$ cat src/assert_macros.svh
// assertion helpers shared by the rtl
`ifndef ASSERT_MACROS_SVH
`define ASSERT_MACROS_SVH

// property checked on every rising clock edge outside reset
`define CSIM_ASSERT(lbl, prop, msg) \
    lbl: assert property (@(posedge clk) disable iff (!rst_n) prop) \
        else $error(msg);

// condition that must never be seen
`define CSIM_NEVER(lbl, cond, msg) \
    `CSIM_ASSERT(lbl, !(cond), msg)

`endif

$ cat src/csim_pkg.sv
`default_nettype none

package csim_pkg;

    localparam int ACC_W       = 48;
    localparam int HALF_W      = 24;
    localparam int PROD_W      = 96;
    localparam int MUL_STEPS   = 8;
    localparam int DIV_STEPS   = 30;
    localparam int SQRT_STEPS  = 15;
    localparam int ROOT_W      = 15;
    localparam int SQ_REM_W    = 19;
    localparam int MAG_W       = 15;
    localparam int SIM_W       = 16;
    localparam int CNT_W       = 5;
    localparam int QUEUE_DEPTH = 2;

    localparam logic signed [ACC_W:0]   ACC_MAX = 49'sh0_7FFF_FFFF_FFFF;
    localparam logic [MAG_W-1:0]        ONE_Q14 = 15'd16384;
    localparam logic signed [SIM_W-1:0] SIM_ONE = 16'sd16384;

    typedef struct packed {
        logic signed [ACC_W-1:0] dot;
        logic signed [ACC_W-1:0] norm_a;
        logic signed [ACC_W-1:0] norm_b;
    } sums_t;

    function automatic logic signed [ACC_W-1:0] sat_acc(input logic signed [ACC_W:0] s);
        logic signed [ACC_W:0] r;
        begin
            if (s > ACC_MAX)
            begin
                r = ACC_MAX;
            end
            else if (s < -ACC_MAX)
            begin
                r = -ACC_MAX;
            end
            else
            begin
                r = s;
            end
            return r[ACC_W-1:0];
        end
    endfunction

endpackage

`default_nettype wire

$ cat src/csim_front.sv
`default_nettype none
`include "assert_macros.svh"

module csim_front #(
    parameter int ELEM_WIDTH = 16
) (
    input  logic                         clk,
    input  logic                         rst_n,
    input  logic                         in_valid,
    output logic                         in_stall,
    input  logic signed [ELEM_WIDTH-1:0] elem_a,
    input  logic signed [ELEM_WIDTH-1:0] elem_b,
    input  logic                         last_elem,
    output logic                         q_push,
    output csim_pkg::sums_t              q_data,
    input  logic                         q_full
);

    localparam int ACC_W  = csim_pkg::ACC_W;
    localparam int PROD_W = 2 * ELEM_WIDTH;
    localparam int EXT_W  = ACC_W + 1 - PROD_W;

    logic                     s1_valid_reg;
    logic                     s1_last_reg;
    logic signed [PROD_W-1:0] prod_ab_reg;
    logic signed [PROD_W-1:0] prod_aa_reg;
    logic signed [PROD_W-1:0] prod_bb_reg;
    logic signed [ACC_W-1:0]  dot_reg;
    logic signed [ACC_W-1:0]  norm_a_reg;
    logic signed [ACC_W-1:0]  norm_b_reg;

    logic                     accept;
    logic                     s1_block;
    logic                     s1_adv;
    logic signed [ACC_W-1:0]  dot_sum;
    logic signed [ACC_W-1:0]  norm_a_sum;
    logic signed [ACC_W-1:0]  norm_b_sum;

    // a last pair waits in stage one until the queue has room
    assign s1_block = s1_valid_reg & s1_last_reg & q_full;
    assign s1_adv   = s1_valid_reg & ~s1_block;
    assign in_stall = s1_block;
    assign accept   = in_valid & ~in_stall;

    assign dot_sum = csim_pkg::sat_acc($signed({dot_reg[ACC_W-1], dot_reg})
        + $signed({{EXT_W{prod_ab_reg[PROD_W-1]}}, prod_ab_reg}));
    assign norm_a_sum = csim_pkg::sat_acc($signed({norm_a_reg[ACC_W-1], norm_a_reg})
        + $signed({{EXT_W{prod_aa_reg[PROD_W-1]}}, prod_aa_reg}));
    assign norm_b_sum = csim_pkg::sat_acc($signed({norm_b_reg[ACC_W-1], norm_b_reg})
        + $signed({{EXT_W{prod_bb_reg[PROD_W-1]}}, prod_bb_reg}));

    assign q_push        = s1_adv & s1_last_reg;
    assign q_data.dot    = dot_sum;
    assign q_data.norm_a = norm_a_sum;
    assign q_data.norm_b = norm_b_sum;

    always_ff @(posedge clk or negedge rst_n)
    begin
        if (!rst_n)
        begin
            s1_valid_reg <= 1'b0;
            dot_reg      <= '0;
            norm_a_reg   <= '0;
            norm_b_reg   <= '0;
        end
        else
        begin
            if (accept)
            begin
                s1_valid_reg <= 1'b1;
            end
            else if (s1_adv)
            begin
                s1_valid_reg <= 1'b0;
            end
            if (s1_adv)
            begin
                if (s1_last_reg)
                begin
                    dot_reg    <= '0;
                    norm_a_reg <= '0;
                    norm_b_reg <= '0;
                end
                else
                begin
                    dot_reg    <= dot_sum;
                    norm_a_reg <= norm_a_sum;
                    norm_b_reg <= norm_b_sum;
                end
            end
        end
    end

    always_ff @(posedge clk)
    begin
        if (accept)
        begin
            s1_last_reg <= last_elem;
            prod_ab_reg <= elem_a * elem_b;
            prod_aa_reg <= elem_a * elem_a;
            prod_bb_reg <= elem_b * elem_b;
        end
    end

    `CSIM_ASSERT(a_clear_after_last, (s1_adv && s1_last_reg) |=> (dot_reg == '0 && norm_a_reg == '0 && norm_b_reg == '0), "accumulators not cleared after last pair")

endmodule

`default_nettype wire

$ cat config.mk
export PLATFORM = sky130hd
export DESIGN_NAME = csim_front
export DESIGN_NICKNAME = d
export VERILOG_FILES = /design/src/csim_pkg.sv /design/src/csim_front.sv
export VERILOG_INCLUDE_DIRS = /design/src /design/src/src
export SDC_FILE = /design/constraint.sdc
export NUM_CORES = 2
export LEC_CHECK = 0
export ABC_AREA = 1
export BUFFER_PORTS_ARGS = -buffer_cell sky130_fd_sc_hd__buf_2
export CORE_ASPECT_RATIO = 1.2
export CORE_MARGIN = 2
export CORE_UTILIZATION = 50
export DETAILED_ROUTE_END_ITERATION = 16
export GPL_TIMING_DRIVEN = 0
export HOLD_SLACK_MARGIN = 0.12
export PLACE_DENSITY = 0.64
export SYNTH_ARGS = -nofsm -noshare
export SYNTH_HDL_FRONTEND = slang
export SYNTH_SLANG_ARGS = --single-unit
export TNS_END_PERCENT = 30
$ cat constraint.sdc
create_clock -name clk -period 3.2 [get_ports clk]
set_input_delay 0.16 -clock clk [delete_from_list [all_inputs] [get_ports clk]]
set_output_delay 0.16 -clock clk [all_outputs]
set_load 0.01 [all_outputs]
==> out/metrics.cfg <==
[clocking]
htreeDepth=1
clockBufferDepth=3
clk_pin_slew_ns=0.07
cts_tree=done
cts_buffers=27
clock_latency_ns=0.62
cts_root_buf=clkbuf_16
cts_sinks=240

[final_layout]
drive_above_1_share=0.251
fin_nets=8754
syn_to_final_growth_pct=31.8
diodes=0

[yosys]
ys_top_cells_by_area=fa_1 (29%), nand2_1 (17%), inv_1 (13%)
synth.most_common_cell=nand2_1
syn_area_per_cell_um2=7.11
ys_warn_count=0
synth_top_area_frac=0.293
synth_fp_nets=8189
ys.flop_type=dfrtp_1
syn_inst=7019
async_flop_share=0.604
synthDistinctLibCells=47
synthTopCellsByCount=nand2_1 (2324), inv_1 (1741), fa_1 (731)
synth-edff-count=95
ys_seq_area_frac=0.130
netlist_area_um2=49900
synth_top_cell_by_area=fa_1
ys_seq_elements=240

[setup_path]
worstPathRequired_ns=3.57
crit_chain=buf_8, clkbuf_16, buf_12, buf_8, nand2_4, inv_2, fa_2, fa_2, buf_12, buf_4, fa_1, fa_1, fa_1, fa_1, ha_4, nand2_4, nor2_4, nand4_1, o221ai_4, a21oi_2, nor2_1, nor2_2, xnor2_4
worstSetupPathType=primary input to flip-flop
crit_top_cell=fa_1
cpPeakStageDelay_ns=0.60
arrival_ns=5.82
worstSetupEndpointType=flip-flop
reg2reg_setup_slack_ns=-0.67
critical_path.startpoint_type=primary input
cpMaxStageDelayCell=fa_2
crit_fanout=6

[route]
via_count=46200
drt_iter0_drc=3399
vias_per_cell=5.20
drt-total-wl_mm=169
drcViolationCount=0
wire_per_inst_um=19.1
drtAntennaViolNets=0
drt-pass1-iter-count=6

[grt]
antenna_found_initial=2
grt_use_total=0.327
grt_max_degree=74
grt_pass1_wl_mm=258
grt_pass1_vias=47200
grt_overflow=0

[placement]
place.port_buffers=172
place_congestion=0.990
hpwl_mm=133
dp_slack_ns=-3.84

[sta]
tightest_slew_ns=1.45
relSlewSlack=0.0345
worst_slack_ns=-2.24
holdWs_ns=0.204
fin_crit_ns=5.44
rsz0062_at_grt=true
hold_viol=0
setup_viol=362
period_share=1.70
timing.fmax_mhz=184
fin_setup_tns_ns=-243.37
report.final.slew_viol_count=0
fin_skew_ns=0.0322

[floorplan]
coreArea_um2=98700
initial_core_util=0.506
std_cell_rows=126
die_y_um=350
dieWidth_um=292
ios=183
dieArea_um2=102000

[flow_run]
max_cap_violations=0

[outcome]
outcome=finished, violations left
violations=setup timing

[min_path]
holdCritPathClass=primary input to flip-flop

[placed cells by master (no fill, tap or decap), types with 37 or more instances in the layout]
| cell | Yosys | routed |
|---|---|---|
| ha_1 | 402 | 208 |
| a21oi_4 | 0 | 44 |
| nand4_1 | 54 | 54 |
| a21oi_2 | 2 | 83 |
| o21ai_0 | 82 | 37 |
| clkbuf_8 | 0 | 45 |
| inv_2 | 12 | 91 |
| nand2_2 | 89 | 245 |
| nand3_1 | 176 | 146 |
| nor2_2 | 11 | 101 |
| dfrtp_1 | 145 | 143 |
| nor2_1 | 401 | 280 |
| buf_4 | 5 | 261 |
| nand2_4 | 0 | 173 |
| buf_2 | 12 | 73 |
| fa_2 | 0 | 57 |
| xor2_1 | 104 | 77 |
| inv_1 | 1741 | 1652 |
| edfxtp_1 | 95 | 95 |
| buf_6 | 12 | 171 |
| o21bai_1 | 43 | 39 |
| nand2_1 | 2324 | 1992 |
| a21oi_1 | 234 | 109 |
| clkbuf_16 | 0 | 72 |
| ha_4 | 0 | 170 |
| fa_1 | 731 | 674 |
[cell type report]
class / count / area [um2]
multi-input cells: 4848 / 42500
inverters: 1754 / 6610
repair buffers: 537 / 5070
clock inverters: 19 / 248
fillers: 8440 / 32900
flip-flops and latches: 240 / 6480
plain buffers: 176 / 2500
well taps: 1280 / 1600
clock buffers: 31 / 721
[cells by family (layout without fill, tap and decap cells)]
family | Yosys count | count (layout) | synth area share
AOI/OAI and AO/OA | 426 | 426 | 0.0487
xor gates and xnor gates | 158 | 158 | 0.0279
adders and majority gates | 1133 | 1133 | 0.394
buffers and inverters | 1931 | 2517 | 0.148
DFF | 240 | 240 | 0.130
and+or+nand+nor | 3131 | 3131 | 0.252
[timing repair]
item / in CTS / in global routing
endpoints found under the setup margin: 363 / 363
hold buffers: 10 / 0
setup buffers: 228 / 123
cloned: 9 / 8
hold endpoints to repair: 150 / 0
resized for setup: 1033 / 723
pin swaps: 275 / 226
[metal layers]
metal	wire length [um]	global-route usage	up-vias
met2	81800	0.561	1486
met4	8840	0.148	2
met3	9990	0.0291	399
li1	-	-	21800
met1	68700	0.420	22500
met5	9	0	-
[through the flow]
| stage | instance area [um2] | utilization | instances |
|---|---|---|---|
| after floorplan | 51400 | - | 7019 |
| after global placement | 53900 | 0.546 | 8471 |
| after detailed placement | 54000 | 0.547 | 8473 |
| after CTS | 61800 | 0.626 | 8766 |
| after global routing | 65800 | 0.667 | 8885 |
| final | 65800 | 0.667 | 8885 |
[worst paths after layout]
check / from / endpoint / depth (start not counted)
worst min register to register: norm_b_reg[12] / norm_b_reg[12] / 2
min in group asynchronous: rst_n / norm_a_reg[20] / 3
worst min-delay path: elem_a[1] / prod_aa_reg[2] / 3
max in group asynchronous: rst_n / norm_a_reg[19] / 4
worst max-delay path: elem_a[15] / prod_aa_reg[31] / 23
worst max register to register: prod_ab_reg[18] / dot_reg[35] / 29
[worst max-delay path: cells and delay by family]
family / cells / cell delay, ns
xor gates and xnor gates: 1 / 0.33
and+or+nand+nor: 6 / 0.63
adders and majority gates: 7 / 3.46
buffers and inverters: 7 / 0.86
AOI/OAI and AO/OA: 2 / 0.34
Power is left out: the tool's default activity adds up to more than one toggle a clock period on the data nets, which glitch-free logic cannot reach.
