### src/assert_macros.svh
// assertion helpers shared by the rtl
`ifndef ASSERT_MACROS_SVH
`define ASSERT_MACROS_SVH

// property checked on every rising clock edge outside reset
`define CSIM_ASSERT(lbl, prop, msg) \
    lbl: assert property (@(posedge clk) disable iff (!rst_n) prop) \
        else $error(msg);

// condition that must never be seen
`define CSIM_NEVER(lbl, cond, msg) \
    `CSIM_ASSERT(lbl, !(cond), msg)

`endif

### src/csim_pkg.sv
`default_nettype none

package csim_pkg;

    localparam int ACC_W       = 48;
    localparam int HALF_W      = 24;
    localparam int PROD_W      = 96;
    localparam int MUL_STEPS   = 8;
    localparam int DIV_STEPS   = 30;
    localparam int SQRT_STEPS  = 15;
    localparam int ROOT_W      = 15;
    localparam int SQ_REM_W    = 19;
    localparam int MAG_W       = 15;
    localparam int SIM_W       = 16;
    localparam int CNT_W       = 5;
    localparam int QUEUE_DEPTH = 2;

    localparam logic signed [ACC_W:0]   ACC_MAX = 49'sh0_7FFF_FFFF_FFFF;
    localparam logic [MAG_W-1:0]        ONE_Q14 = 15'd16384;
    localparam logic signed [SIM_W-1:0] SIM_ONE = 16'sd16384;

    typedef struct packed {
        logic signed [ACC_W-1:0] dot;
        logic signed [ACC_W-1:0] norm_a;
        logic signed [ACC_W-1:0] norm_b;
    } sums_t;

    function automatic logic signed [ACC_W-1:0] sat_acc(input logic signed [ACC_W:0] s);
        logic signed [ACC_W:0] r;
        begin
            if (s > ACC_MAX)
            begin
                r = ACC_MAX;
            end
            else if (s < -ACC_MAX)
            begin
                r = -ACC_MAX;
            end
            else
            begin
                r = s;
            end
            return r[ACC_W-1:0];
        end
    endfunction

endpackage

`default_nettype wire

### src/csim_queue.sv
`default_nettype none
`include "assert_macros.svh"

module csim_queue (
    input  logic            clk,
    input  logic            rst_n,
    input  logic            push,
    input  csim_pkg::sums_t push_data,
    output logic            full,
    output logic            q_valid,
    input  logic            pop,
    output csim_pkg::sums_t head
);

    localparam int DEPTH = csim_pkg::QUEUE_DEPTH;
    localparam int PTR_W = (DEPTH > 1) ? $clog2(DEPTH) : 1;
    localparam int CNT_W = $clog2(DEPTH + 1);

    csim_pkg::sums_t  mem_reg [DEPTH];
    logic [PTR_W-1:0] wr_ptr_reg;
    logic [PTR_W-1:0] rd_ptr_reg;
    logic [CNT_W-1:0] count_reg;

    assign full    = (count_reg == CNT_W'(DEPTH));
    assign q_valid = (count_reg != '0);
    assign head    = mem_reg[rd_ptr_reg];

    always_ff @(posedge clk or negedge rst_n)
    begin
        if (!rst_n)
        begin
            wr_ptr_reg <= '0;
            rd_ptr_reg <= '0;
            count_reg  <= '0;
        end
        else
        begin
            if (push)
            begin
                wr_ptr_reg <= (wr_ptr_reg == PTR_W'(DEPTH - 1)) ? '0 : wr_ptr_reg + 1'b1;
            end
            if (pop)
            begin
                rd_ptr_reg <= (rd_ptr_reg == PTR_W'(DEPTH - 1)) ? '0 : rd_ptr_reg + 1'b1;
            end
            if (push && !pop)
            begin
                count_reg <= count_reg + 1'b1;
            end
            else if (pop && !push)
            begin
                count_reg <= count_reg - 1'b1;
            end
        end
    end

    always_ff @(posedge clk)
    begin
        if (push)
        begin
            mem_reg[wr_ptr_reg] <= push_data;
        end
    end

    `CSIM_NEVER(a_no_overflow, push && full, "push into full queue")
    `CSIM_NEVER(a_no_underflow, pop && !q_valid, "pop from empty queue")

endmodule

`default_nettype wire

### config.mk
export PLATFORM = sky130hd
export DESIGN_NAME = csim_queue
export DESIGN_NICKNAME = d
export VERILOG_FILES = /design/src/csim_pkg.sv /design/src/csim_queue.sv
export VERILOG_INCLUDE_DIRS = /design/src /design/src/src
export SDC_FILE = /design/constraint.sdc
export NUM_CORES = 1
export LEC_CHECK = 0
export BUFFER_PORTS_ARGS = -buffer_cell sky130_fd_sc_hd__buf_2
export CORE_ASPECT_RATIO = 1.2
export CORE_MARGIN = 2
export CORE_UTILIZATION = 47
export CTS_BUF_LIST = sky130_fd_sc_hd__clkbuf_4
export CTS_CLUSTER_SIZE = 14
export DETAILED_ROUTE_END_ITERATION = 10
export GPL_TIMING_DRIVEN = 1
export PLACE_DENSITY = 0.71
export SETUP_SLACK_MARGIN = 0.05
export SYNTH_ARGS = -nofsm -noshare
export SYNTH_HDL_FRONTEND = slang
export SYNTH_SLANG_ARGS = --single-unit
### constraint.sdc
create_clock -name clk -period 8.5 [get_ports clk]
set_clock_uncertainty 0.05 [all_clocks]
set_input_delay 0.425 -clock clk [delete_from_list [all_inputs] [get_ports clk]]
set_output_delay 0.425 -clock clk [all_outputs]
set_load 0.05 [all_outputs]
==> metrics.txt, run 1 <==
f_max 250.2 MHz; critical path class flop to output pin; # Post-CTS Setup Buffers 0; IO buf count between 200 and 300; clk slew on worst S/H paths 0.08 ns; Clock Tree Root clkbuf_4; Starting Density 47.98%; final design utilization between 60% and 70%; share of cells above drive strength 1 between 50% and 60%; status completed; io pins 294; Critical Path Source Type flop; area grow syn2layout 38.48%; power per cell area 362.3 mW/mm^2; hold_buf cts 147; post-CTS sizing 0; Core Area 0.02245 sq mm; Worst Path Buf+Inv 2; Unique masters post-synth 14; CP Data Required Time 8.03 ns; Post-DRT Antenna Nets 0; CTS tree built; fin crit period 3.997 ns; synthesized area per cell 23.21 sq um; sequential area share after synthesis 81.23%; Die Wd 142.2 microns; Final #Nets around 1.1k; Final Max Tran Viols 0; CTS Sinks between 200 and 300; full die area 0.02415 sq mm; Max Buffers Root-to-Sink 3; Hold Crit Class input port to asynchronous set/reset pin; remaining global-route overflow 0; max reg flops around 290; Max Cap Violations 0; Max stage delay cell, worst path dfrtp_4; DRT Pass-1 Iters 4; final WL 22750 microns; dpl hpwl 13410 microns; number of global-route vias before repair 6931; largest net degree at the start of global routing 85; Worst-Margin Slew 1.221 ns; slowest stage delay, CP 1.22 ns; Final Hold Fails 0; vias 6290; Worst Path Arrival 3.52 ns; initial antenna violation count 2; post-route setup TNS 0 ns; cts bufs inserted 72; Initial DRC Count 223; vias per cell 4.831; first-pass GRT wire length 33830 microns; Hold Slack 0.06847 ns; Crit Path Max Fanout 84; Leak 5.907 nW; GRT Overall Usage 18.23%; Max-slew headroom 18.62%; gpl congestion 0.7613; Core Rows 60; Synth Instances 464; Post-Syn Area 0.01077 sq mm; Post-Syn Nets between 600 and 700; Clk Latency, worst-skew pair around 0.65 ns; crit end category output pin; final setup violation count 0; RSZ-0062 raised after global routing no; number of H-tree levels 3; WL per Instance 17.47 microns; #FFs+latches synth 292; CP cell instances buf_4, mux2_2, buf_2; fraction of the cycle the final worst path needs 47.03%; post-detailed-route DRC marker count 0; die span in y 169.8 microns; Worst path top cell family by delay flip-flops; Synth Warn # 0; Max IR drop VDD 327.4 uV
## kinds of logic (layout without fill, tap and decap cells)
family	after synthesis	in the layout	synth area share (%)
AND/OR/NAND/NOR	5	5	0.2672
multiplexers	144	144	16.80
adder cells (fa/ha/maj)	1	1	0.1162
XOR/XNOR	5	5	0.4066
buffers and inverters	17	571	1.185
flip-flops	292	292	81.23
other	0	5	0
## power breakdown
group	switching (mW)	internal, mW	total, mW
registers	0.153	1.91	2.07
clock network	0.527	0.632	1.16
logic	1.52	0.663	2.18
total	2.20	3.21	5.40
## cells in the final DEF (no fill, tap or decap), types with 4 or more instances in the layout
cell,synthesis,final
clkinv_1,0,22
mux2_2,94,94
diode_2,0,5
clkbuf_4,0,99
buf_2,9,293
buf_4,0,4
mux2_4,50,50
edfxtp_1,288,288
xor2_1,4,4
dlygate4sd3_1,0,147
## path summary, 6_finish.rpt
path | from | to | slack, ns | cells past startpoint
max | rd_ptr_reg | head[62] | 4.50 | 3
min | rst_n | wr_ptr_reg | 0.07 | 2
max reg2reg | wr_ptr_reg | mem_reg[1][57] | 5.81 | 2
min reg2reg | count_reg[1] | count_reg[1] | 0.44 | 1
max in group asynchronous | rst_n | rd_ptr_reg | 8.17 | 2
min in group clk | push_data[127] | mem_reg[0][127] | 0.44 | 2
## through the flow
step / cell area [sq um] / setup slack (ns) / cells / total power, mW
floorplan: 10770 / 1.022 / 464 / 3.844
global placement: 12510 / 5.254 / 1024 / 4.181
detailed placement: 12510 / 5.165 / 1024 / 4.224
CTS: 14900 / 4.446 / 1297 / 5.430
global route: 14910 / 4.289 / 1301 / 5.635
finish: 14910 / 4.503 / 1302 / 5.404
## routing by layer
layer / global-route usage [%] / vias to the layer above / routed length (microns)
li1: - / 2909 / -
met1: 19.02 / 3015 / 8301
met2: 32.64 / 300 / 11720
met3: 6.528 / 66 / 1994
met4: 8.522 / 0 / 733
met5: 0 / - / 0
## synth_stat cells (all sizes together)
master	count	area share [%]
and2	1	0.058
buf	16	1.2
dfrtp	4	0.93
edfxtp	288	80
ha	1	0.12
inv	1	0.035
mux2	144	17
nor2	1	0.035
nor2b	2	0.12
or2	1	0.058
xnor2	1	0.081
xor2	4	0.33
## layout make-up
type	count	area [sq um]
Antenna cell	5	12.51
Clock buffer	99	743.2
Clock inverter	27	181.4
Fill cell	1457	7532
Inverter	1	3.754
Multi-Input combinational cell	155	1904
Sequential cell	292	8752
Tap cell	279	349.1
Timing Repair Buffer	444	2968
(Power assumes the default switching activity.)
==> inputs of run 2 (changes only) <==
--- a/config.mk
+++ b/config.mk
@@ -14,7 +14,7 @@
 export CTS_CLUSTER_SIZE = 14
 export DETAILED_ROUTE_END_ITERATION = 10
 export GPL_TIMING_DRIVEN = 1
-export PLACE_DENSITY = 0.71
+export PLACE_DENSITY = 0.74
 export SETUP_SLACK_MARGIN = 0.05
 export SYNTH_ARGS = -nofsm -noshare
 export SYNTH_HDL_FRONTEND = slang
==> constraint.sdc (replaced) <==
create_clock -name clk -period 3.3 [get_ports clk]
set_clock_uncertainty 0.05 [all_clocks]
set_input_delay 0.165 -clock clk [delete_from_list [all_inputs] [get_ports clk]]
set_output_delay 0.165 -clock clk [all_outputs]
set_load 0.05 [all_outputs]
==> metrics.txt, run 2 (same netlist as run 1, synthesis figures left out) <==
f_max 352.2 MHz; Critical Path Source Type flop; Final Hold Fails 0 (unchanged); first-pass GRT wire length 35160 microns (+3.9%); Die Wd 142.2 microns (unchanged); full die area 0.02415 sq mm (unchanged); vias per cell 4.867 (+0.75%); crit end category output pin; IO buf count 293 (unchanged); Core Rows 60 (unchanged); Core Area 0.02245 sq mm (unchanged); Max Buffers Root-to-Sink 3 (unchanged); io pins 294 (unchanged); Comb pwr share 41.3% (+1.0 points); Starting Density 47.98% (unchanged); status completed; fin crit period ~2.8 ns; Post-DRT Antenna Nets 0 (unchanged); commonest non-fill, non-tap cell in the layout buf_2; final WL 23470 microns (+3.2%); hold_buf cts 148 (+0.68%); Initial DRC Count 256 (+15%); WL per Instance 18.04 microns (+3.3%); # Post-CTS Setup Buffers 0 (unchanged); dpl hpwl 13510 microns (+0.72%); Clock Tree Root clkbuf_4; post-detailed-route DRC marker count 0 (unchanged); cts bufs inserted 73 (+1.4%); Hold Slack 0.1967 ns (+0.1282 ns); power per cell area 933.2 mW/mm^2 (+160%); Filler cells 1433 (-1.6%); Worst Path Arrival 2.62 ns (-0.90 ns); Crit Path Max Fanout 63 (-25%); critical path class flop to output pin; Final Max Tran Viols 0 (unchanged); CP Data Required Time 3.08 ns (-4.95 ns); Tot Pwr 14.01 mW (+160%); max reg flops 288 (unchanged); Max IR drop VDD 863.3 uV (+160%); initial antenna violation count 4 (+2); number of H-tree levels 3 (unchanged); CTS Sinks 292 (unchanged); gpl congestion 0.7247 (-4.8%); remaining global-route overflow 0 (unchanged); Final #Nets 1120 (+0.45%); Worst-Margin Slew 0.7007 ns (-0.5201 ns); post-CTS sizing 0 (unchanged); vias 6332 (+0.67%); largest net degree at the start of global routing 66 (-22%); clk slew on worst S/H paths 0.08 ns (about the same); number of global-route vias before repair 6929 (-0.029%); most frequent cells in the layout buf_2 (293), edfxtp_1 (288), dlygate4sd3_1 (148); Clk Latency, worst-skew pair 0.61 ns (-0.04 ns); Leak 5.941 nW (+0.57%); final setup violation count 0 (unchanged); Max-slew headroom 53.29% (+35 points); CTS tree built; sequential share of power 37.3% (-1.0 points); post-route setup TNS 0 ns (unchanged); area grow syn2layout 39.34%; Max Cap Violations 0 (unchanged); Sw Ratio 40.59% (about the same); Hold Crit Class input port to flop; switching pwr 5.685 mW (+160%); DRT Pass-1 Iters 5 (+1); fraction of the cycle the final worst path needs 86.05%; GRT Overall Usage 19.19% (+0.95 points); cell-internal power 8.320 mW (+160%); die span in y 169.8 microns (unchanged); Clk pwr share 21.4% (about the same); share of cells above drive strength 1 54.52% (+0.59 points); RSZ-0062 raised after global routing no
==> run 2: changes by cell type in the layout (fill, tap and decap cells not counted), sizes merged <==
cell	previous run	this run
diode	5	4
clkinv	23	16
clkbuf	99	101
clkinvlp	0	2
buf	297	300
dlygate4sd3	147	148
inv	2	1
==> run 2: stage by stage <==
step	worst slack, ns	utilization (%)	instance area [sq um]	cells
CTS	0.4265	66.81	15000	1297
floorplan	0.2662	-	10780	464
global placement	1.171	56.09	12590	1027
global route	0.3120	66.85	15000	1300
finish	0.4604	66.86	15010	1301
detailed placement	1.148	56.09	12590	1027
==> run 2: worst paths after layout <==
kind | start | endpoint | slack (ns) | cells past startpoint
min in group asynchronous | rst_n | rd_ptr_reg | 0.41 | 3
setup / recovery | rd_ptr_reg | head[23] | 0.46 | 3
hold / removal | push_data[119] | mem_reg[0][119] | 0.20 | 2
setup reg to reg | wr_ptr_reg | mem_reg[1][74] | 1.45 | 2
max in group asynchronous | rst_n | rd_ptr_reg | 2.61 | 3
hold reg to reg | count_reg[1] | count_reg[1] | 0.45 | 1
==> run 2: metal layers <==
layer	vias up	global-route usage [%]	routed length, microns
li1	2917	-	-
met4	2	8.348	655
met2	283	35.64	12860
met3	50	6.725	1840
met5	-	0	11
met1	3080	19.18	8103
==> run 2: final cells by class <==
| class | instances | area, sq um | share of cell area, % |
|---|---|---|---|
| flip-flops and latches | 292 | 8752 | 58.32 |
| repair buffers | 448 | 3063 | 20.41 |
| multi-input cells | 155 | 1904 | 12.69 |
| clock buffers | 101 | 758.2 | 5.053 |
| well taps | 279 | 349.1 | 2.326 |
| clock inverters | 21 | 166.4 | 1.109 |
| diodes | 4 | 10.01 | 0.06670 |
| inverters | 1 | 3.754 | 0.02501 |
==> run 2: power by group through the flow <==
stage	clock [mW]	combinational [mW]	sequential, mW
after global routing	3.29	6.02	5.29
after CTS	3.07	5.80	5.22
final	2.99	5.79	5.22
after detailed placement	0	5.64	5.30
after global placement	0	5.60	5.24
after floorplan	0	4.65	5.15
==> run 2: critical path, cell delays in order (launching register included) <==
cell and delay, ns:
dfrtp_4 0.85, buf_12 0.38, mux2_2 0.39, buf_2 0.21
