[config.mk]
export PLATFORM = sky130hd
export DESIGN_NAME = csim_back
export DESIGN_NICKNAME = d
export VERILOG_FILES = /design/src/csim_pkg.sv /design/src/csim_back.sv
export VERILOG_INCLUDE_DIRS = /design/src /design/src/src
export SDC_FILE = /design/constraint.sdc
export NUM_CORES = 2
export LEC_CHECK = 0
export BUFFER_PORTS_ARGS = -buffer_cell sky130_fd_sc_hd__clkbuf_2
export CAP_MARGIN = 10
export CORE_MARGIN = 8
export CORE_UTILIZATION = 25
export CTS_BUF_LIST = sky130_fd_sc_hd__clkbuf_2 sky130_fd_sc_hd__clkbuf_4 sky130_fd_sc_hd__clkbuf_8
export CTS_CLUSTER_DIAMETER = 40
export DETAILED_ROUTE_END_ITERATION = 10
export GPL_TIMING_DRIVEN = 0
export HOLD_SLACK_MARGIN = 0.06
export SYNTH_ARGS = -nofsm -noshare
export SYNTH_HDL_FRONTEND = slang
export SYNTH_SLANG_ARGS = --single-unit
[constraint.sdc]
create_clock -name clk -period 35.8 [get_ports clk]
set_clock_uncertainty 0.05 [all_clocks]
set_input_delay 10.74 -clock clk [delete_from_list [all_inputs] [get_ports clk]]
set_output_delay 10.74 -clock clk [all_outputs]
set_load 0.03 [all_outputs]
[src/assert_macros.svh]
// assertion helpers shared by the rtl
`ifndef ASSERT_MACROS_SVH
`define ASSERT_MACROS_SVH

// property checked on every rising clock edge outside reset
`define CSIM_ASSERT(lbl, prop, msg) \
    lbl: assert property (@(posedge clk) disable iff (!rst_n) prop) \
        else $error(msg);

// condition that must never be seen
`define CSIM_NEVER(lbl, cond, msg) \
    `CSIM_ASSERT(lbl, !(cond), msg)

`endif

[src/csim_pkg.sv]
`default_nettype none

package csim_pkg;

    localparam int ACC_W       = 48;
    localparam int HALF_W      = 24;
    localparam int PROD_W      = 96;
    localparam int MUL_STEPS   = 8;
    localparam int DIV_STEPS   = 30;
    localparam int SQRT_STEPS  = 15;
    localparam int ROOT_W      = 15;
    localparam int SQ_REM_W    = 19;
    localparam int MAG_W       = 15;
    localparam int SIM_W       = 16;
    localparam int CNT_W       = 5;
    localparam int QUEUE_DEPTH = 2;

    localparam logic signed [ACC_W:0]   ACC_MAX = 49'sh0_7FFF_FFFF_FFFF;
    localparam logic [MAG_W-1:0]        ONE_Q14 = 15'd16384;
    localparam logic signed [SIM_W-1:0] SIM_ONE = 16'sd16384;

    typedef struct packed {
        logic signed [ACC_W-1:0] dot;
        logic signed [ACC_W-1:0] norm_a;
        logic signed [ACC_W-1:0] norm_b;
    } sums_t;

    function automatic logic signed [ACC_W-1:0] sat_acc(input logic signed [ACC_W:0] s);
        logic signed [ACC_W:0] r;
        begin
            if (s > ACC_MAX)
            begin
                r = ACC_MAX;
            end
            else if (s < -ACC_MAX)
            begin
                r = -ACC_MAX;
            end
            else
            begin
                r = s;
            end
            return r[ACC_W-1:0];
        end
    endfunction

endpackage

`default_nettype wire

[src/csim_back.sv]
`default_nettype none
`include "assert_macros.svh"

module csim_back (
    input  logic                                clk,
    input  logic                                rst_n,
    input  logic                                q_valid,
    input  csim_pkg::sums_t                     head,
    output logic                                pop,
    output logic                                out_valid,
    input  logic                                out_stall,
    output logic signed [csim_pkg::SIM_W-1:0]   similarity,
    output logic                                zero_norm
);

    localparam int ACC_W    = csim_pkg::ACC_W;
    localparam int HALF_W   = csim_pkg::HALF_W;
    localparam int PROD_W   = csim_pkg::PROD_W;
    localparam int DIV_W    = csim_pkg::DIV_STEPS;
    localparam int ROOT_W   = csim_pkg::ROOT_W;
    localparam int SQ_REM_W = csim_pkg::SQ_REM_W;
    localparam int MAG_W    = csim_pkg::MAG_W;
    localparam int SIM_W    = csim_pkg::SIM_W;
    localparam int CNT_W    = csim_pkg::CNT_W;

    localparam logic [2:0] ST_IDLE = 3'd0;
    localparam logic [2:0] ST_MUL  = 3'd1;
    localparam logic [2:0] ST_CMP  = 3'd2;
    localparam logic [2:0] ST_DIV  = 3'd3;
    localparam logic [2:0] ST_SQRT = 3'd4;
    localparam logic [2:0] ST_DONE = 3'd5;

    logic [2:0]              state_reg,  state_next;
    logic [CNT_W-1:0]        cnt_reg,    cnt_next;
    logic                    neg_reg,    neg_next;
    logic                    zero_reg,   zero_next;
    logic [ACC_W-1:0]        mag_reg,    mag_next;
    logic [ACC_W-1:0]        na_reg,     na_next;
    logic [ACC_W-1:0]        nb_reg,     nb_next;
    logic [PROD_W-1:0]       d2_reg,     d2_next;
    logic [PROD_W-1:0]       p_reg,      p_next;
    logic [PROD_W-1:0]       rem_reg,    rem_next;
    logic [DIV_W-1:0]        quo_reg,    quo_next;
    logic [SQ_REM_W-1:0]     sq_rem_reg, sq_rem_next;
    logic [ROOT_W-1:0]       root_reg,   root_next;
    logic [MAG_W-1:0]        k_reg,      k_next;
    logic                    out_valid_reg, out_valid_next;
    logic signed [SIM_W-1:0] similarity_reg;
    logic                    zero_norm_reg;

    logic                    load_out;
    logic [ACC_W-1:0]        op_x;
    logic [ACC_W-1:0]        op_y;
    logic [HALF_W-1:0]       hx;
    logic [HALF_W-1:0]       hy;
    logic [2*HALF_W-1:0]     pp;
    logic [1:0]              pp_pos;
    logic [PROD_W-1:0]       pp_wide;
    logic [PROD_W:0]         div_sh;
    logic                    div_ge;
    logic [PROD_W:0]         div_diff;
    logic [SQ_REM_W-1:0]     sq_in;
    logic [SQ_REM_W-1:0]     sq_trial;
    logic                    sq_ge;
    logic [ROOT_W-1:0]       root_new;
    logic [ROOT_W:0]         root_p1;
    logic signed [SIM_W-1:0] mag_s;
    logic signed [SIM_W-1:0] sim_val;

    // shared 24x24 multiplier, four partial products per 96-bit product
    assign op_x    = cnt_reg[2] ? na_reg : mag_reg;
    assign op_y    = cnt_reg[2] ? nb_reg : mag_reg;
    assign hx      = cnt_reg[1] ? op_x[ACC_W-1:HALF_W] : op_x[HALF_W-1:0];
    assign hy      = cnt_reg[0] ? op_y[ACC_W-1:HALF_W] : op_y[HALF_W-1:0];
    assign pp      = hx * hy;
    assign pp_pos  = 2'(cnt_reg[1]) + 2'(cnt_reg[0]);
    assign pp_wide = PROD_W'(pp) << (pp_pos * HALF_W);

    // restoring division, dot squared over norm product, zeros shifted in
    assign div_sh   = {rem_reg, 1'b0};
    assign div_ge   = (div_sh >= {1'b0, p_reg});
    assign div_diff = div_sh - {1'b0, p_reg};

    // integer square root, two radicand bits per step
    assign sq_in    = {sq_rem_reg[SQ_REM_W-3:0], quo_reg[DIV_W-1:DIV_W-2]};
    assign sq_trial = {2'b00, root_reg, 2'b01};
    assign sq_ge    = (sq_in >= sq_trial);
    assign root_new = {root_reg[ROOT_W-2:0], sq_ge};
    assign root_p1  = {1'b0, root_new} + 1'b1;

    assign mag_s   = $signed({1'b0, k_reg});
    assign sim_val = neg_reg ? -mag_s : mag_s;

    always_comb
    begin
        state_next  = state_reg;
        cnt_next    = cnt_reg;
        neg_next    = neg_reg;
        zero_next   = zero_reg;
        mag_next    = mag_reg;
        na_next     = na_reg;
        nb_next     = nb_reg;
        d2_next     = d2_reg;
        p_next      = p_reg;
        rem_next    = rem_reg;
        quo_next    = quo_reg;
        sq_rem_next = sq_rem_reg;
        root_next   = root_reg;
        k_next      = k_reg;
        pop         = 1'b0;
        load_out    = 1'b0;
        case (state_reg)
            ST_IDLE:
            begin
                if (q_valid)
                begin
                    pop       = 1'b1;
                    neg_next  = head.dot[ACC_W-1];
                    zero_next = (head.norm_a == '0) || (head.norm_b == '0);
                    mag_next  = head.dot[ACC_W-1] ? ACC_W'(-head.dot) : ACC_W'(head.dot);
                    na_next   = ACC_W'(head.norm_a);
                    nb_next   = ACC_W'(head.norm_b);
                    d2_next   = '0;
                    p_next    = '0;
                    cnt_next  = '0;
                    if ((head.norm_a == '0) || (head.norm_b == '0))
                    begin
                        k_next     = '0;
                        state_next = ST_DONE;
                    end
                    else
                    begin
                        state_next = ST_MUL;
                    end
                end
            end
            ST_MUL:
            begin
                if (!cnt_reg[2])
                begin
                    d2_next = d2_reg + pp_wide;
                end
                else
                begin
                    p_next = p_reg + pp_wide;
                end
                if (cnt_reg == CNT_W'(csim_pkg::MUL_STEPS - 1))
                begin
                    cnt_next   = '0;
                    state_next = ST_CMP;
                end
                else
                begin
                    cnt_next = cnt_reg + 1'b1;
                end
            end
            ST_CMP:
            begin
                // quotient at or above 2^30 saturates to one
                if (d2_reg >= p_reg)
                begin
                    k_next     = csim_pkg::ONE_Q14;
                    state_next = ST_DONE;
                end
                else
                begin
                    rem_next   = d2_reg;
                    quo_next   = '0;
                    cnt_next   = '0;
                    state_next = ST_DIV;
                end
            end
            ST_DIV:
            begin
                rem_next = div_ge ? div_diff[PROD_W-1:0] : div_sh[PROD_W-1:0];
                quo_next = {quo_reg[DIV_W-2:0], div_ge};
                if (cnt_reg == CNT_W'(csim_pkg::DIV_STEPS - 1))
                begin
                    cnt_next    = '0;
                    sq_rem_next = '0;
                    root_next   = '0;
                    state_next  = ST_SQRT;
                end
                else
                begin
                    cnt_next = cnt_reg + 1'b1;
                end
            end
            ST_SQRT:
            begin
                sq_rem_next = sq_ge ? sq_in - sq_trial : sq_in;
                root_next   = root_new;
                quo_next    = {quo_reg[DIV_W-3:0], 2'b00};
                if (cnt_reg == CNT_W'(csim_pkg::SQRT_STEPS - 1))
                begin
                    // the root plus one, halved, gives the rounded result
                    k_next     = root_p1[ROOT_W:1];
                    cnt_next   = '0;
                    state_next = ST_DONE;
                end
                else
                begin
                    cnt_next = cnt_reg + 1'b1;
                end
            end
            ST_DONE:
            begin
                if (!out_valid_reg || !out_stall)
                begin
                    load_out   = 1'b1;
                    state_next = ST_IDLE;
                end
            end
            default:
            begin
                state_next = ST_IDLE;
            end
        endcase
        out_valid_next = load_out | (out_valid_reg & out_stall);
    end

    always_ff @(posedge clk or negedge rst_n)
    begin
        if (!rst_n)
        begin
            state_reg     <= ST_IDLE;
            cnt_reg       <= '0;
            out_valid_reg <= 1'b0;
        end
        else
        begin
            state_reg     <= state_next;
            cnt_reg       <= cnt_next;
            out_valid_reg <= out_valid_next;
        end
    end

    always_ff @(posedge clk)
    begin
        neg_reg    <= neg_next;
        zero_reg   <= zero_next;
        mag_reg    <= mag_next;
        na_reg     <= na_next;
        nb_reg     <= nb_next;
        d2_reg     <= d2_next;
        p_reg      <= p_next;
        rem_reg    <= rem_next;
        quo_reg    <= quo_next;
        sq_rem_reg <= sq_rem_next;
        root_reg   <= root_next;
        k_reg      <= k_next;
        if (load_out)
        begin
            similarity_reg <= sim_val;
            zero_norm_reg  <= zero_reg;
        end
    end

    assign out_valid  = out_valid_reg;
    assign similarity = similarity_reg;
    assign zero_norm  = zero_norm_reg;

    `CSIM_NEVER(a_sim_range, out_valid_reg && (similarity_reg > csim_pkg::SIM_ONE || similarity_reg < -csim_pkg::SIM_ONE), "similarity outside plus or minus one")
    `CSIM_ASSERT(a_zero_norm_result, (out_valid_reg && zero_norm_reg) |-> (similarity_reg == '0), "zero norm with nonzero similarity")

endmodule

`default_nettype wire

==> impl_metrics.ini <==
[yosys]
synth_commonest_cells = 870 x nor2_1, 823 x nand2_1, 808 x inv_1, 588 x a21oi_1, 581 x ha_1
avgSynthCellArea_sq_um = 8.57
synth_flop_cell = edfxtp_1
async_flop_share_pct = 1.68
synth_top_area_share_pct = 24.7
yosysMostFrequentCell = nor2_1
synth-edff-count = 528
synthTopCellsByArea = edfxtp_1 25%, fa_1 15%, ha_1 11%
postSynthCellCount = 7491
yosysSeqAreaShare_pct = 25.1
syn-num-nets = 8705
yosys_warnings = 0
synth_top_area_cell = edfxtp_1
yosysUniqueCellTypes = 85
netlist_area_sq_um = 64200
ys_ff_latch = 537

[sta]
rsz0062_at_grt = no
report.final.slew_viol_count = 0
max_slew_margin_pct = 12.3
hold_viol_final = 0
finalCritPeriodShare_pct = 63.3
tightestPinTransition_ns = 1.30
finalSetupTns_ns = 0
setup_viol = 0
setup_ws_ns = 13.14
fmax_mhz = 44.1
fin_crit_ns = 22.66

[routing]
wl_per_cell_um = 21.2
drc = 0
ant_nets = 0
dr.pass1.iters = 6
viasPerCell = 5.07
wl_mm = 239
via_count = 57200
drtIter0Drc = 5519

[worst_setup_path]
critPathMaxFanout = 37
required_ns = 25.01
end_kind = output pin
arrival_ns = 11.87
crit_path_start_kind = primary input
critPathKind = in -> out

[floorplan]
core_area_sq_um = 256000
dieHeight_um = 523
die_area_sq_um = 273000
initial_utilization_pct = 25.1
ioPinCount = 167
fp.dieW_um = 523
rows = 186

[layout]
final.fill_count = 27500
nets = 9013
post-route-util_pct = 28.2
area_delta_synth_final_pct = 12.6
layout-drive-gt1-share_pct = 6.47

[clocking]
cts_root_buf = clkbuf_8
cts_max_path_buffers = 3
htree_levels = 3
clock_latency_ns = 0.89
post_cts_resized = 0
hold_buffers = 0
cts.clk_slew.worst_paths_ns = 0.06
tritoncts = built
cts_sinks = 537
cts_setup_buffers = 0
cts_buffers = 114

[grt]
grt-ovfl-total = 0
grt_pass1_wl_mm = 351
grt_usage_pct = 16.7
grt_pass1_vias = 56200
grt_max_degree = 66
antenna_found_initial = 9

[min_path]
holdCritPathClass = reg -> reg

[outcome]
status = finished clean

[placed_design]
dp_hpwl_mm = 200
port_buffers = 166
place_congestion = 0.976
dp_slack_ns = 13.09

[job]
drv_cap = 0
layer usage:
metal	GRT usage [%]	vias up	share of wire, %
met2	27.6	2207	46
li1	-	26600	-
met3	2.65	525	7.3
met4	7.31	6	5.1
met5	0	-	0.017
met1	21.6	27800	42
cell usage in the layout, fill, tap and decap left out, types with 268 or more instances in the layout:
| cell | instances |
|---|---|
| nor2_1 | 869 |
| nand2_1 | 823 |
| inv_1 | 808 |
| a21oi_1 | 588 |
| ha_1 | 581 |
| edfxtp_1 | 528 |
| fa_1 | 485 |
| o21ai_0 | 431 |
| clkbuf_1 | 354 |
| xnor2_1 | 268 |
path summary, 6_finish.rpt:
| check | from | endpoint | slack (ns) | cells after the start |
|---|---|---|---|---|
| setup / recovery | q_valid | pop | 13.14 | 3 |
| setup reg to reg | cnt_reg[2]$_DFFE_PN0P_ | p_reg[94]$_SDFFCE_PN0P_ | 18.21 | 46 |
| hold / removal | zero_reg$_DFFE_PP_ | zero_norm$_DFFE_PP_ | 0.49 | 0 |
| max in group asynchronous | rst_n | cnt_reg[1]$_DFFE_PN0P_ | 25.54 | 1 |
| min in group asynchronous | rst_n | state_reg[0]$_DFFE_PN0P_ | 9.78 | 1 |
| hold reg to reg | zero_reg$_DFFE_PP_ | zero_norm$_DFFE_PP_ | 0.49 | 0 |
final cells by class:
cell class | instances | area, sq um | area share, %
inverters | 813 | 3050 | 4.22
flip-flops and latches | 537 | 16100 | 22.2
repair buffers | 192 | 1230 | 1.70
clock buffers | 146 | 1850 | 2.56
clock inverters | 67 | 699 | 0.968
well taps | 3384 | 4230 | 5.86
diodes | 5 | 12.5 | 0.0173
plain buffers | 377 | 1420 | 1.96
multi-input cells | 5764 | 43700 | 60.5
cells by family (layout without fill, tap and decap cells):
kind of cell    Yosys count  in the layout  synth area share (%)
fa+ha+maj              1066           1066                  26.5
mux                     139            139                  2.45
simple gates           2313           2313                  15.8
xor+xnor                386            386                  5.27
buf+inv                1190           1595                  6.96
compound gates         1860           1860                  18.0
other cells               0              5                     0
flops                   537            537                  25.1
metrics by stage:
step           area [sq um]  cells  hold WS (ns)
6_report              72300  11300         0.489
3_3_place_gp          69200  11000         0.429
3_5_place_dp          69700  11100         0.443
4_1_cts               72300  11300         0.478
5_1_grt               72300  11300         0.496
2_1_floorplan         64200   7491         0.350
critical path: stages:
cell	delay [ns]
clkbuf_2	0.12
and3_4	0.59
clkbuf_2	0.33
Power is left out: the tool's default activity adds up to more than one toggle a clock period on the data nets, which glitch-free logic cannot reach.
